File: config.mk
export PLATFORM = sky130hd
export DESIGN_NAME = utf8_glyph_filter_decoder
export DESIGN_NICKNAME = d
export VERILOG_FILES = /design/src/rtl/ugf_pkg.sv /design/src/rtl/ugf_front.sv /design/src/rtl/ugf_queue.sv /design/src/rtl/ugf_back.sv /design/src/rtl/utf8_glyph_filter_decoder.sv
export SDC_FILE = /design/constraint.sdc
export NUM_CORES = 1
export LEC_CHECK = 0
export BUFFER_PORTS_ARGS = -buffer_cell sky130_fd_sc_hd__clkbuf_2
export CAP_MARGIN = 5
export CELL_PAD_IN_SITES_DETAIL_PLACEMENT = 0
export CELL_PAD_IN_SITES_GLOBAL_PLACEMENT = 2
export CORE_MARGIN = 3
export CORE_UTILIZATION = 44
export DETAILED_ROUTE_END_ITERATION = 8
export PLACE_DENSITY = 0.8
export RECOVER_POWER = 100
export SYNTH_ARGS = -nofsm -noshare
export SYNTH_HDL_FRONTEND = slang
export SYNTH_SLANG_ARGS = --single-unit
export TNS_END_PERCENT = 20
File: constraint.sdc
create_clock -name aclk -period 5.8 [get_ports aclk]
set_input_delay 0.87 -clock aclk [delete_from_list [all_inputs] [get_ports aclk]]
set_output_delay 0.87 -clock aclk [all_outputs]
set_load 0.01 [all_outputs]
File: src/rtl/ugf_pkg.sv
// ugf_pkg: shared types, constants and glyph lookup functions for the UTF-8
// glyph filter decoder. No dependencies; used by all rtl files but ugf_checker.
package ugf_pkg;

    localparam int QUEUE_DEPTH = 2;

    localparam logic [20:0] CP_REPL     = 21'h00FFFD;
    localparam logic [20:0] CP_ZWJ      = 21'h00200D;
    localparam logic [20:0] CP_FEMALE   = 21'h002640;
    localparam logic [20:0] CP_MALE     = 21'h002642;
    localparam logic [20:0] CP_VS15     = 21'h00FE0E;
    localparam logic [20:0] CP_VS16     = 21'h00FE0F;
    localparam logic [20:0] CP_TONE_LO  = 21'h01F3FB;
    localparam logic [20:0] CP_TONE_HI  = 21'h01F3FF;
    localparam logic [20:0] CP_NBSP     = 21'h0000A0;
    localparam logic [20:0] CP_NNBSP    = 21'h00202F;
    localparam logic [20:0] CP_FIGSP    = 21'h002007;
    localparam logic [20:0] CP_DBL_EXCL = 21'h00203C;
    localparam logic [20:0] CP_HUNDRED  = 21'h01F4AF;
    localparam logic [20:0] CP_CYR_LO   = 21'h000410;
    localparam logic [20:0] CP_CYR_HI   = 21'h00044F;
    localparam logic [15:0] ICON_CHECK  = 16'hF00C;
    localparam logic [15:0] ICON_HEART  = 16'hF004;
    localparam logic [15:0] ICON_SMILE  = 16'hF5B8;
    localparam logic [15:0] ICON_GRIN   = 16'hF580;
    localparam logic [15:0] ICON_HUG    = 16'hF4C2;
    localparam logic [15:0] ICON_SMIRK  = 16'hF11A;
    localparam logic [15:0] ICON_QMARK  = 16'hF128;

    // What one accepted beat leaves for the classifier.
    typedef enum logic [1:0] {
        KIND_NONE = 2'd0,
        KIND_REPL = 2'd1,
        KIND_FILT = 2'd2
    } ugf_kind_t;

    // One queued job: 1..4 output bytes of a single input beat.
    typedef struct packed {
        logic [3:0][7:0] bytes;
        logic [2:0]      cnt;
        logic            data;
        logic            last;
    } ugf_job_t;

    function automatic logic is_dropped(input logic [20:0] cp);
        return cp == CP_ZWJ || cp == CP_FEMALE || cp == CP_MALE ||
               cp == CP_VS15 || cp == CP_VS16 ||
               (cp >= CP_TONE_LO && cp <= CP_TONE_HI);
    endfunction

    function automatic logic in_font(input logic [20:0] cp);
        return (cp >= 21'h20 && cp <= 21'h7E) ||
               cp == 21'hC4 || cp == 21'hC5 || cp == 21'hC9 || cp == 21'hD6 ||
               cp == 21'hE4 || cp == 21'hE5 || cp == 21'hE9 || cp == 21'hF6 ||
               (cp >= CP_CYR_LO && cp <= CP_CYR_HI) ||
               cp == 21'hB0 || cp == CP_REPL;
    endfunction

    // Emoji to icon code point; 0 means no icon.
    function automatic logic [15:0] icon_of(input logic [20:0] cp);
        logic [15:0] icon;
        icon = 16'h0000;
        unique case (cp)
            21'h1F602: icon = 16'hF588;
            21'h1F923: icon = 16'hF586;
            21'h1F60D: icon = 16'hF584;
            21'h1F60A: icon = ICON_SMILE;
            21'h1F60C: icon = ICON_SMILE;
            21'h1F607: icon = ICON_SMILE;
            21'h1F642: icon = ICON_SMILE;
            21'h0263A: icon = ICON_SMILE;
            21'h1F62D: icon = 16'hF5B3;
            21'h1F618: icon = 16'hF598;
            21'h1F605: icon = 16'hF583;
            21'h1F601: icon = ICON_GRIN;
            21'h1F600: icon = ICON_GRIN;
            21'h1F603: icon = ICON_GRIN;
            21'h1F622: icon = 16'hF5B4;
            21'h1F914: icon = ICON_QMARK;
            21'h1F937: icon = ICON_QMARK;
            21'h1F606: icon = 16'hF59B;
            21'h1F644: icon = 16'hF5A5;
            21'h1F609: icon = 16'hF4DA;
            21'h1F917: icon = ICON_HUG;
            21'h1F614: icon = 16'hF119;
            21'h1F60E: icon = 16'hF530;
            21'h1F926: icon = 16'hF5C8;
            21'h1F631: icon = 16'hF5C2;
            21'h1F60B: icon = 16'hF589;
            21'h1F60F: icon = ICON_SMIRK;
            21'h1F612: icon = ICON_SMIRK;
            21'h1F929: icon = 16'hF587;
            21'h1F604: icon = 16'hF59A;
            21'h1F92D: icon = 16'hF118;
            21'h1F64F: icon = 16'hF684;
            21'h1F44D: icon = 16'hF164;
            21'h1F44F: icon = ICON_HUG;
            21'h1F64C: icon = ICON_HUG;
            21'h1F4AA: icon = 16'hF44B;
            21'h1F44C: icon = ICON_CHECK;
            21'h0270C: icon = 16'hF25B;
            21'h1F447: icon = 16'hF0A7;
            21'h02764: icon = ICON_HEART;
            21'h02665: icon = ICON_HEART;
            21'h02763: icon = ICON_HEART;
            21'h1F493: icon = ICON_HEART;
            21'h1F495: icon = ICON_HEART;
            21'h1F496: icon = ICON_HEART;
            21'h1F497: icon = ICON_HEART;
            21'h1F499: icon = ICON_HEART;
            21'h1F49A: icon = ICON_HEART;
            21'h1F49B: icon = ICON_HEART;
            21'h1F49C: icon = ICON_HEART;
            21'h1F49E: icon = ICON_HEART;
            21'h1F5A4: icon = ICON_HEART;
            21'h1F494: icon = 16'hF7A9;
            21'h1F525: icon = 16'hF06D;
            21'h1F339: icon = 16'hF5BB;
            21'h1F338: icon = 16'hF5BB;
            21'h1F389: icon = 16'hF79F;
            21'h02728: icon = 16'hF005;
            21'h1F648: icon = 16'hF070;
            21'h1F3B6: icon = 16'hF001;
            default:   icon = 16'h0000;
        endcase
        return icon;
    endfunction

endpackage

File: src/rtl/ugf_front.sv
// ugf_front: accepts input beats, assembles UTF-8 sequences and classifies
// each finished code point into a job of output bytes. Depends on ugf_pkg.
module ugf_front (
    input  logic              aclk,
    input  logic              aresetn,
    input  logic              s_valid,
    output logic              s_ready,
    input  logic [7:0]        s_in_byte,
    input  logic              s_in_last,
    input  logic              q_ready,
    output logic              q_push,
    output ugf_pkg::ugf_job_t q_job
);

    // sequence state
    logic [2:0]      seq_len_reg, seq_len_next;
    logic [2:0]      seq_seen_reg, seq_seen_next;
    logic [20:0]     code_acc_reg, code_acc_next;
    logic            seq_ok_reg, seq_ok_next;
    logic [3:0][7:0] raw_reg, raw_next;

    // classify stage
    logic                st_valid_reg;
    ugf_pkg::ugf_kind_t  st_kind_reg;
    logic [20:0]         st_cp_reg;
    logic [2:0]          st_len_reg;
    logic [3:0][7:0]     st_raw_reg;
    logic                st_last_reg;

    ugf_pkg::ugf_kind_t  ev_kind;
    logic [20:0]         ev_cp;
    logic [2:0]          ev_len;
    logic                accept;
    logic                need_push;
    logic                advance;
    logic [15:0]         icon;
    ugf_pkg::ugf_job_t   job;

    assign accept = s_valid && s_ready;

    always_comb begin
        seq_len_next  = seq_len_reg;
        seq_seen_next = seq_seen_reg;
        code_acc_next = code_acc_reg;
        seq_ok_next   = seq_ok_reg;
        raw_next      = raw_reg;
        ev_kind       = ugf_pkg::KIND_NONE;
        ev_cp         = {13'd0, s_in_byte};
        ev_len        = 3'd1;
        if (seq_len_reg == 3'd0) begin
            raw_next[0]   = s_in_byte;
            seq_seen_next = 3'd1;
            seq_ok_next   = 1'b1;
            if (!s_in_byte[7]) begin
                ev_kind       = ugf_pkg::KIND_FILT;
                seq_seen_next = 3'd0;
            end else if (s_in_byte[7:5] == 3'b110) begin
                seq_len_next  = 3'd2;
                code_acc_next = {16'd0, s_in_byte[4:0]};
            end else if (s_in_byte[7:4] == 4'b1110) begin
                seq_len_next  = 3'd3;
                code_acc_next = {17'd0, s_in_byte[3:0]};
            end else if (s_in_byte[7:3] == 5'b11110) begin
                seq_len_next  = 3'd4;
                code_acc_next = {18'd0, s_in_byte[2:0]};
            end else begin
                ev_kind       = ugf_pkg::KIND_REPL;
                seq_seen_next = 3'd0;
            end
        end else begin
            raw_next[seq_seen_reg[1:0]] = s_in_byte;
            if (seq_ok_reg) begin
                if (s_in_byte[7:6] != 2'b10) begin
                    seq_ok_next = 1'b0;
                end else begin
                    code_acc_next = {code_acc_reg[14:0], s_in_byte[5:0]};
                end
            end
            seq_seen_next = seq_seen_reg + 3'd1;
            if (seq_seen_next >= seq_len_reg) begin
                ev_kind       = seq_ok_next ? ugf_pkg::KIND_FILT : ugf_pkg::KIND_REPL;
                ev_cp         = code_acc_next;
                ev_len        = seq_len_reg;
                seq_len_next  = 3'd0;
                seq_seen_next = 3'd0;
                code_acc_next = 21'd0;
                seq_ok_next   = 1'b1;
            end
        end
        if (s_in_last) begin
            // string cut inside an open sequence
            if (seq_len_next != 3'd0) begin
                ev_kind = ugf_pkg::KIND_REPL;
            end
            seq_len_next  = 3'd0;
            seq_seen_next = 3'd0;
            code_acc_next = 21'd0;
            seq_ok_next   = 1'b1;
        end
    end

    always_ff @(posedge aclk) begin
        if (!aresetn) begin
            seq_len_reg  <= 3'd0;
            seq_seen_reg <= 3'd0;
            code_acc_reg <= 21'd0;
            seq_ok_reg   <= 1'b1;
            st_valid_reg <= 1'b0;
        end else begin
            if (accept) begin
                seq_len_reg  <= seq_len_next;
                seq_seen_reg <= seq_seen_next;
                code_acc_reg <= code_acc_next;
                seq_ok_reg   <= seq_ok_next;
                st_valid_reg <= (ev_kind != ugf_pkg::KIND_NONE) || s_in_last;
            end else if (advance) begin
                st_valid_reg <= 1'b0;
            end
        end
    end

    always_ff @(posedge aclk) begin
        if (accept) begin
            raw_reg     <= raw_next;
            st_kind_reg <= ev_kind;
            st_cp_reg   <= ev_cp;
            st_len_reg  <= ev_len;
            st_raw_reg  <= raw_next;
            st_last_reg <= s_in_last;
        end
    end

    // classify
    assign icon = ugf_pkg::icon_of(st_cp_reg);

    always_comb begin
        job.bytes = '0;
        job.cnt   = 3'd0;
        job.data  = 1'b1;
        job.last  = st_last_reg;
        unique case (st_kind_reg)
            ugf_pkg::KIND_REPL: begin
                job.bytes[0] = 8'hEF;
                job.bytes[1] = 8'hBF;
                job.bytes[2] = 8'hBD;
                job.cnt      = 3'd3;
            end
            ugf_pkg::KIND_FILT: begin
                priority if (ugf_pkg::is_dropped(st_cp_reg)) begin
                    job.cnt = 3'd0;
                end else if (st_cp_reg == ugf_pkg::CP_DBL_EXCL) begin
                    job.bytes[0] = 8'h21;
                    job.bytes[1] = 8'h21;
                    job.cnt      = 3'd2;
                end else if (st_cp_reg == ugf_pkg::CP_HUNDRED) begin
                    job.bytes[0] = 8'h31;
                    job.bytes[1] = 8'h30;
                    job.bytes[2] = 8'h30;
                    job.cnt      = 3'd3;
                end else if (st_cp_reg == ugf_pkg::CP_NBSP ||
                             st_cp_reg == ugf_pkg::CP_NNBSP ||
                             st_cp_reg == ugf_pkg::CP_FIGSP) begin
                    job.bytes[0] = 8'h20;
                    job.cnt      = 3'd1;
                end else if (icon != 16'h0000) begin
                    job.bytes[0] = {4'hE, icon[15:12]};
                    job.bytes[1] = {2'b10, icon[11:6]};
                    job.bytes[2] = {2'b10, icon[5:0]};
                    job.cnt      = 3'd3;
                end else if (ugf_pkg::in_font(st_cp_reg)) begin
                    job.bytes = st_raw_reg;
                    job.cnt   = st_len_reg;
                end else begin
                    job.bytes[0] = 8'hEF;
                    job.bytes[1] = 8'hBF;
                    job.bytes[2] = 8'hBD;
                    job.cnt      = 3'd3;
                end
            end
            default: begin
                job.cnt = 3'd0;
            end
        endcase
        // end byte that yields nothing: empty marker
        if (job.cnt == 3'd0) begin
            job.bytes = '0;
            job.cnt   = 3'd1;
            job.data  = 1'b0;
        end
    end

    assign need_push = st_valid_reg && (job.data || st_last_reg);
    assign advance   = st_valid_reg && (!need_push || q_ready);
    assign q_push    = need_push && q_ready;
    assign q_job     = job;
    assign s_ready   = !st_valid_reg || advance;

endmodule

File: src/rtl/ugf_queue.sv
// ugf_queue: short job queue between front and back ends.
// Depends on ugf_pkg for the job type.
module ugf_queue #(
    parameter int DEPTH = ugf_pkg::QUEUE_DEPTH
) (
    input  logic              aclk,
    input  logic              aresetn,
    input  logic              push,
    input  ugf_pkg::ugf_job_t din,
    output logic              ready,
    input  logic              pop,
    output ugf_pkg::ugf_job_t dout,
    output logic              nonempty
);

    localparam int PW = (DEPTH > 1) ? $clog2(DEPTH) : 1;
    localparam int CW = $clog2(DEPTH + 1);

    ugf_pkg::ugf_job_t mem_reg [DEPTH];
    logic [PW-1:0] wptr_reg, rptr_reg;
    logic [CW-1:0] count_reg;

    assign ready    = count_reg != CW'(DEPTH);
    assign nonempty = count_reg != '0;
    assign dout     = mem_reg[rptr_reg];

    always_ff @(posedge aclk) begin
        if (!aresetn) begin
            wptr_reg  <= '0;
            rptr_reg  <= '0;
            count_reg <= '0;
        end else begin
            if (push) begin
                wptr_reg <= (wptr_reg == PW'(DEPTH - 1)) ? '0 : wptr_reg + 1'b1;
            end
            if (pop) begin
                rptr_reg <= (rptr_reg == PW'(DEPTH - 1)) ? '0 : rptr_reg + 1'b1;
            end
            unique case ({push, pop})
                2'b10:   count_reg <= count_reg + 1'b1;
                2'b01:   count_reg <= count_reg - 1'b1;
                default: count_reg <= count_reg;
            endcase
        end
    end

    always_ff @(posedge aclk) begin
        if (push) begin
            mem_reg[wptr_reg] <= din;
        end
    end

endmodule

File: src/rtl/ugf_back.sv
// ugf_back: takes jobs off the queue and sends their bytes, one beat per
// cycle while m_ready is high. Depends on ugf_pkg for the job type.
module ugf_back (
    input  logic              aclk,
    input  logic              aresetn,
    input  ugf_pkg::ugf_job_t q_job,
    input  logic              q_nonempty,
    output logic              q_pop,
    output logic              m_valid,
    input  logic              m_ready,
    output logic [7:0]        m_out_byte,
    output logic              m_out_valid,
    output logic              m_out_run_last,
    output logic              m_out_string_end
);

    logic              work_valid_reg;
    ugf_pkg::ugf_job_t work_reg;
    logic [1:0]        idx_reg;
    logic              run_last;
    logic              load;

    assign run_last = ({1'b0, idx_reg} == (work_reg.cnt - 3'd1));
    assign load     = !work_valid_reg || (m_ready && run_last);
    assign q_pop    = load && q_nonempty;

    always_ff @(posedge aclk) begin
        if (!aresetn) begin
            work_valid_reg <= 1'b0;
            idx_reg        <= 2'd0;
        end else if (load) begin
            work_valid_reg <= q_nonempty;
            idx_reg        <= 2'd0;
        end else if (m_ready) begin
            idx_reg <= idx_reg + 2'd1;
        end
    end

    always_ff @(posedge aclk) begin
        if (q_pop) begin
            work_reg <= q_job;
        end
    end

    assign m_valid          = work_valid_reg;
    assign m_out_byte       = work_reg.bytes[idx_reg];
    assign m_out_valid      = work_reg.data;
    assign m_out_run_last   = run_last;
    assign m_out_string_end = run_last && work_reg.last;

endmodule

File: src/rtl/utf8_glyph_filter_decoder.sv
// utf8_glyph_filter_decoder: top level, front end, job queue and back end.
// Depends on ugf_pkg, ugf_front, ugf_queue and ugf_back.
//
// Takes a UTF-8 string one byte per beat (s_in_last on its final byte) and
// sends cleaned UTF-8 for a small display font, one byte per beat. Each input
// beat causes zero to four result beats; m_out_run_last marks the last one of
// an input beat and m_out_string_end the last one of the string. When the
// final byte yields no data, a single empty marker beat (m_out_valid 0,
// m_out_byte 0) closes the string. Bad lead bytes, bad continuations and cut
// sequences become U+FFFD; joiners, gender signs, selectors and skin tones
// are dropped; a few emoji become text or icon code points; glyphs outside
// the font become U+FFFD. Rate: the front end takes one byte per cycle while
// the job queue has room; the back end sends one result beat per cycle while
// m_ready is high, so a byte that yields up to four beats holds the back end
// until all are sent. A byte's first result beat passes the classify stage
// register, the queue and the work register. The job queue (QUEUE_DEPTH
// entries) lets the front end keep accepting while results wait on m_ready.
module utf8_glyph_filter_decoder #(
    parameter int QUEUE_DEPTH = ugf_pkg::QUEUE_DEPTH
) (
    input  logic       aclk,
    input  logic       aresetn,
    input  logic       s_valid,
    output logic       s_ready,
    input  logic [7:0] s_in_byte,
    input  logic       s_in_last,
    output logic       m_valid,
    input  logic       m_ready,
    output logic [7:0] m_out_byte,
    output logic       m_out_valid,
    output logic       m_out_run_last,
    output logic       m_out_string_end
);

    ugf_pkg::ugf_job_t push_job;
    ugf_pkg::ugf_job_t head_job;
    logic              push;
    logic              q_ready;
    logic              pop;
    logic              q_nonempty;

    // decode + classify
    ugf_front u_front (
        .aclk      (aclk),
        .aresetn   (aresetn),
        .s_valid   (s_valid),
        .s_ready   (s_ready),
        .s_in_byte (s_in_byte),
        .s_in_last (s_in_last),
        .q_ready   (q_ready),
        .q_push    (push),
        .q_job     (push_job)
    );

    // decouples input from result stalls
    ugf_queue #(
        .DEPTH (QUEUE_DEPTH)
    ) u_queue (
        .aclk     (aclk),
        .aresetn  (aresetn),
        .push     (push),
        .din      (push_job),
        .ready    (q_ready),
        .pop      (pop),
        .dout     (head_job),
        .nonempty (q_nonempty)
    );

    // byte serializer, doubles as the output register
    ugf_back u_back (
        .aclk             (aclk),
        .aresetn          (aresetn),
        .q_job            (head_job),
        .q_nonempty       (q_nonempty),
        .q_pop            (pop),
        .m_valid          (m_valid),
        .m_ready          (m_ready),
        .m_out_byte       (m_out_byte),
        .m_out_valid      (m_out_valid),
        .m_out_run_last   (m_out_run_last),
        .m_out_string_end (m_out_string_end)
    );

endmodule

* Word level (Yosys, flattened, before mapping)
Memory sizes are Yosys's and may differ from the RTL's. A register that Yosys moved wholly into a read port is not among the register bits.
Index checks and enable logic that the tools add are counted.
** Word-level totals
- Flip-flop bits (word level) :: 95
- Bits in writable memories :: 74
- Output and inout bits :: 13
- Word-level logic and storage cells :: 267
- Memories kept :: 1
** Operators by class
- Add/subtract/negate cells :: 7
- $lt $le $gt $ge :: 10
- Eq/ne operators :: 92
- Multiplexer cells :: 79
- Bitwise operators :: 3
- Reductions and logical operators :: 56
** Memories
- u_queue.mem_reg :: words 2, bits a word 37, rd ports 1, clocked after Yosys merged registers in 1, write ports 1, RTL line ugf_queue.sv:19 : ugf_pkg::ugf_job_t mem_reg [DEPTH];
** Operator list (number)
- $eq A21 B17 Y1 const B :: 55
- $pmux W16 S37 :: 1
- $eq A21 B14 Y1 const B :: 12
- $mux W27 :: 8
- $eq A21 B8 Y1 const B :: 10
- $mux W21 :: 9
- $mux W24 :: 5
- $mux W8 :: 9
- $eq A21 B16 Y1 const B :: 3
- $pmux W24 S2 :: 1
- $mux W3 :: 14
- $mux W36 :: 1
- $bwmux W32 :: 1
- $mux W32 :: 1
- $logic_or A1 B1 Y1 :: 23
- $ge A21 B11 Y1 const B :: 1
- $ge A21 B17 Y1 const B :: 1
- $ge A21 B6 Y1 const B :: 1
- $le A21 B11 Y1 const B :: 1
- $le A21 B17 Y1 const B :: 1
- $le A21 B7 Y1 const B :: 1
- $mux W19 :: 1
- $bmux W8 S2 :: 1
- $demux W8 S2 :: 1
- 36 further kinds :: 85

* Logic depth before layout (Yosys ltp)
- Depth after elaboration :: 39
- Mapped depth :: 13
- Mapped depth without buffers :: 11

* Hierarchy
From an unflattened synthesis, not the netlist that was laid out.
** Second synthesis, totals
- Cells, all modules :: 873
- Area total of the unflattened synthesis :: 10358.7 µm²
** By module, submodules not included
- ugf_front :: times used 1, cells each 663, area each 5920.7 µm²
- ugf_queue :: times used 1, cells each 137, area each 2882.8 µm²
- ugf_back :: times used 1, cells each 73, area each 1555.2 µm²

* Least setup slack after synthesis
No wires, ideal clock.
- Kind :: register to register
- From :: register u_front.st_cp_reg[11]
- To :: memory u_queue.mem_reg[0][0] (netlist bit), enable pin
- Arrival time :: 3.716 ns
- Data required time :: 5.369 ns
- Setup slack :: 1.653 ns
- Stages on the path, launching flop included :: 10
- Path buffers :: 1
- Clock period less this slack :: 4.147 ns
- Cells stage by stage :: edfxtp_1 -> clkbuf_1 -> or4b_1 -> nor4_1 -> a21oi_1 -> nand2_1 -> o211ai_2 -> nand2_1 -> o221ai_1 -> nor2_1
** RTL lines
- start: declaration :: RTL line ugf_front.sv:25 : logic [20:0] st_cp_reg;
- start signal: assignment :: RTL line ugf_front.sv:126 : st_cp_reg <= ev_cp;
- end: declaration :: RTL line ugf_queue.sv:19

==> run summary <==
DRC viols: 0
Most common cell after layout, fill and taps aside: edfxtp_1
Num rows: 54
Signal arrival time at the worst endpoint: 4100 ps
Vias per Instance: 6.17
Max reg flops: 74
Max Root-Sink Buffers: 3
Final HPWL DP: 18500 um
Mux cell area share after synthesis: 6.95%
Final worst slack: 830 ps
Setup TNS: 0 ps
Compound-Gate Fraction of Synth Area: 11.9%
R2r startpoint: u_front.st_cp_reg[2]$_DFFE_PP_
Final critical-path share of the clock period: 85.7%
Inst Count DP: 1116
Fin cells: 1155
TritonCTS Sinks: 206
Hold buffer count at cts: 0
Mapped Nets: 883
Status: finished, violations left
Reg clk slew, reported paths: 60 ps
Crit. Startpoint: u_front.st_cp_reg[2]$_DFFE_PP_
Overflow after GRT: 0
Adder-cell share of the synthesized area: 1.45%
Share of cells above drive strength 1: 11.3%
Max_slew headroom: -44.4%
Leakage: 3.55 nW
Violated checks: max-capacitance violations, max-slew violations
Routability Congestion: 0.911
Count of different cell masters after synthesis: 78
Grt met3 use: 2.62%
CTS tree: yes
Syn Inst Count: 859
DR vias: 7121
Post-CTS sizing: 0
Most used routing layer: met2
Number of synthesized flops with an enable pin: 170
Post-synthesis cell area: 0.0102 mm2
Initial DRC count: 513
Most frequent cells in the layout: edfxtp_1 (170), nand2_1 (84), nor2_1 (50)
Yosys warns: 0
RSZ-0062 raised after global routing: false
Max Fclk: 201 MHz
DP Worst Slack: 1320 ps
WP data required: 4930 ps
Worst-Margin Slew: 2170 ps
Antenna violations before repair: 0
Width of the die: 158 um
Setup CP Type: reg -> out
Synth Area in Simple Gates: 18.3%
Avg WL per Cell: 22.5 um
Layout fillers: 1961
Final setup vio count: 0
I/O pin count: 26
Area occupied by multi-input gates: 0.00403 mm2
Maximum vdd drop: 0.000284 V
Max-cap violations: 2
Fin Hold WS: 475 ps
Starting Density: 45.7%
Num CTS Buffers: 23
Global-route wire length before repair: 39900 um
Minimum clock period: 4970 ps
Avg Inst Size Synth: 11.8 um2
# port buffers: 25
Largest net degree at the start of global routing: 39
Met1 Usage GRT: 30.4%
Die area: 0.0249 mm2
GRT Total Usage: 20.6%
Post-CTS Setup Inserts: 0
NumNets Final: 885
Root Driver: clkbuf_16
Worst Path Max Fanout: 24
Skew-Pair Late Insertion Delay: 520 ps
Ant diodes: 0
Syn-to-layout area delta: 9.32%
HP Start: u_front.code_acc_reg[16]$_SDFFE_PN0P_
Core ar.: 0.0222 mm2
Main combinational cell family by area after synthesis: simple AND/OR/NAND/NOR gates
Storage cell area: 0.00583 mm2
FF-to-FF setup slack: 1050 ps
Crit end category: primary output
Async SR Flop Fraction: 0%
Slew Viols, Final: 75
Number of global-route vias before repair: 6913
Pwr Density: 360 mW/mm2
Die height: 158 um
H-tree depth: 1
Remaining antenna violation count: 0
Final wirelength: 26000 um
TritonRoute pass-1 iters: 6
Final hold violation count: 0
Hold Path Class: reg -> reg
Routing usage on met2: 31.7%
Setup crit start kind: flop
Clock skew: 14.8 ps
Synth Area in XOR/XNOR: 0.948%
Sequential-to-total area share from yosys stat: 57.3%
Top_reg_cell synth: edfxtp_1
#FFs+latches synth: 206
## report_power, final
group	internal [W]	total, W	switching, W
Sequential	0.00189	0.00201	0.000121
Combinational	0.000241	0.000663	0.000422
Clock	0.000774	0.00133	0.000553
Total	0.00290	0.00400	0.00110
## metal layers
| metal | vias to the layer above | share of wire [%] |
|---|---|---|
| li1 | 3318 | - |
| met2 | 224 | 45 |
| met5 | - | 0 |
| met3 | 59 | 4.6 |
| met1 | 3520 | 47 |
| met4 | 0 | 3.2 |
## final cells by class
| cell class | count | share of cell area (%) |
|---|---|---|
| clock buffers | 28 | 5.35 |
| clock inverters | 11 | 0.834 |
| inverters | 18 | 0.608 |
| multi-input cells | 579 | 36.3 |
| flip-flops and latches | 206 | 52.5 |
| well taps | 280 | 3.15 |
| repair buffers | 33 | 1.33 |
## critical path, cell delays in order (launching register included)
cell and delay [ps]:
edfxtp_1 860, nor2b_1 440, o21ai_0 170, a2111oi_0 740, o31ai_1 230, a31oi_1 420
nand2_1 280, o21bai_1 250, clkbuf_1 180
## cells in the mapped netlist, types with 5 or more instances
| library cell | instances | area (um2) |
|---|---|---|
| nor4b_1 | 8 | 70.1 |
| o22ai_1 | 5 | 31.3 |
| edfxtp_1 | 170 | 5100 |
| a31oi_1 | 5 | 31.3 |
| or4_1 | 9 | 67.6 |
| nand4_1 | 14 | 87.6 |
| nor2b_1 | 17 | 106 |
| nor3_1 | 21 | 105 |
| nand3_1 | 20 | 100 |
| nand2b_1 | 7 | 43.8 |
| o211ai_1 | 7 | 52.6 |
| or2_2 | 5 | 31.3 |
| buf_2 | 9 | 45.0 |
| a21oi_1 | 39 | 195 |
| nor3b_1 | 6 | 45.0 |
| o21ai_0 | 27 | 135 |
| xnor2_1 | 5 | 43.8 |
| a211oi_1 | 5 | 37.5 |
| o31ai_1 | 11 | 82.6 |
| xor2_1 | 6 | 52.6 |
| nor4bb_1 | 5 | 50.1 |
| mux2_2 | 44 | 495 |
| nand2_1 | 84 | 315 |
| mux4_2 | 8 | 180 |
| ha_1 | 11 | 138 |
| o2111ai_1 | 5 | 43.8 |
| dfxtp_1 | 36 | 721 |
| or3_1 | 11 | 68.8 |
| nor4_1 | 26 | 163 |
| nor2_1 | 53 | 199 |
| nand3b_1 | 7 | 52.6 |
| a22o_1 | 20 | 175 |
| and2_1 | 13 | 81.3 |
| clkbuf_1 | 41 | 154 |
| inv_1 | 18 | 67.6 |
## metrics by stage
| step | cell area (um2) | power (W) | util [%] |
|---|---|---|---|
| finish | 11100 | 0.00400 | 50.0 |
| detailed placement | 10500 | 0.00272 | 47.1 |
| floorplan | 10200 | 0.00248 | - |
| CTS | 11200 | 0.00405 | 50.2 |
| global route | 11100 | 0.00418 | 50.0 |
| global placement | 10500 | 0.00269 | 47.1 |
## final timing paths
kind / to / cells past startpoint
setup / recovery: s_ready / 8
hold / removal: u_front.code_acc_reg[16]$_SDFFE_PN0P_ / 1
setup reg to reg: u_front.raw_reg[12]$_DFFE_PP_ / 7
hold reg to reg: u_front.code_acc_reg[16]$_SDFFE_PN0P_ / 1
## cells by family (layout without fill, tap and decap cells)
kind of cell | after synthesis | after routing
simple gates | 334 | 334
flops | 206 | 206
compound gates | 167 | 167
buf+inv | 74 | 90
mux | 55 | 55
fa+ha+maj | 12 | 12
xor+xnor | 11 | 11
Note: power is estimated with default switching activity, not from simulation.
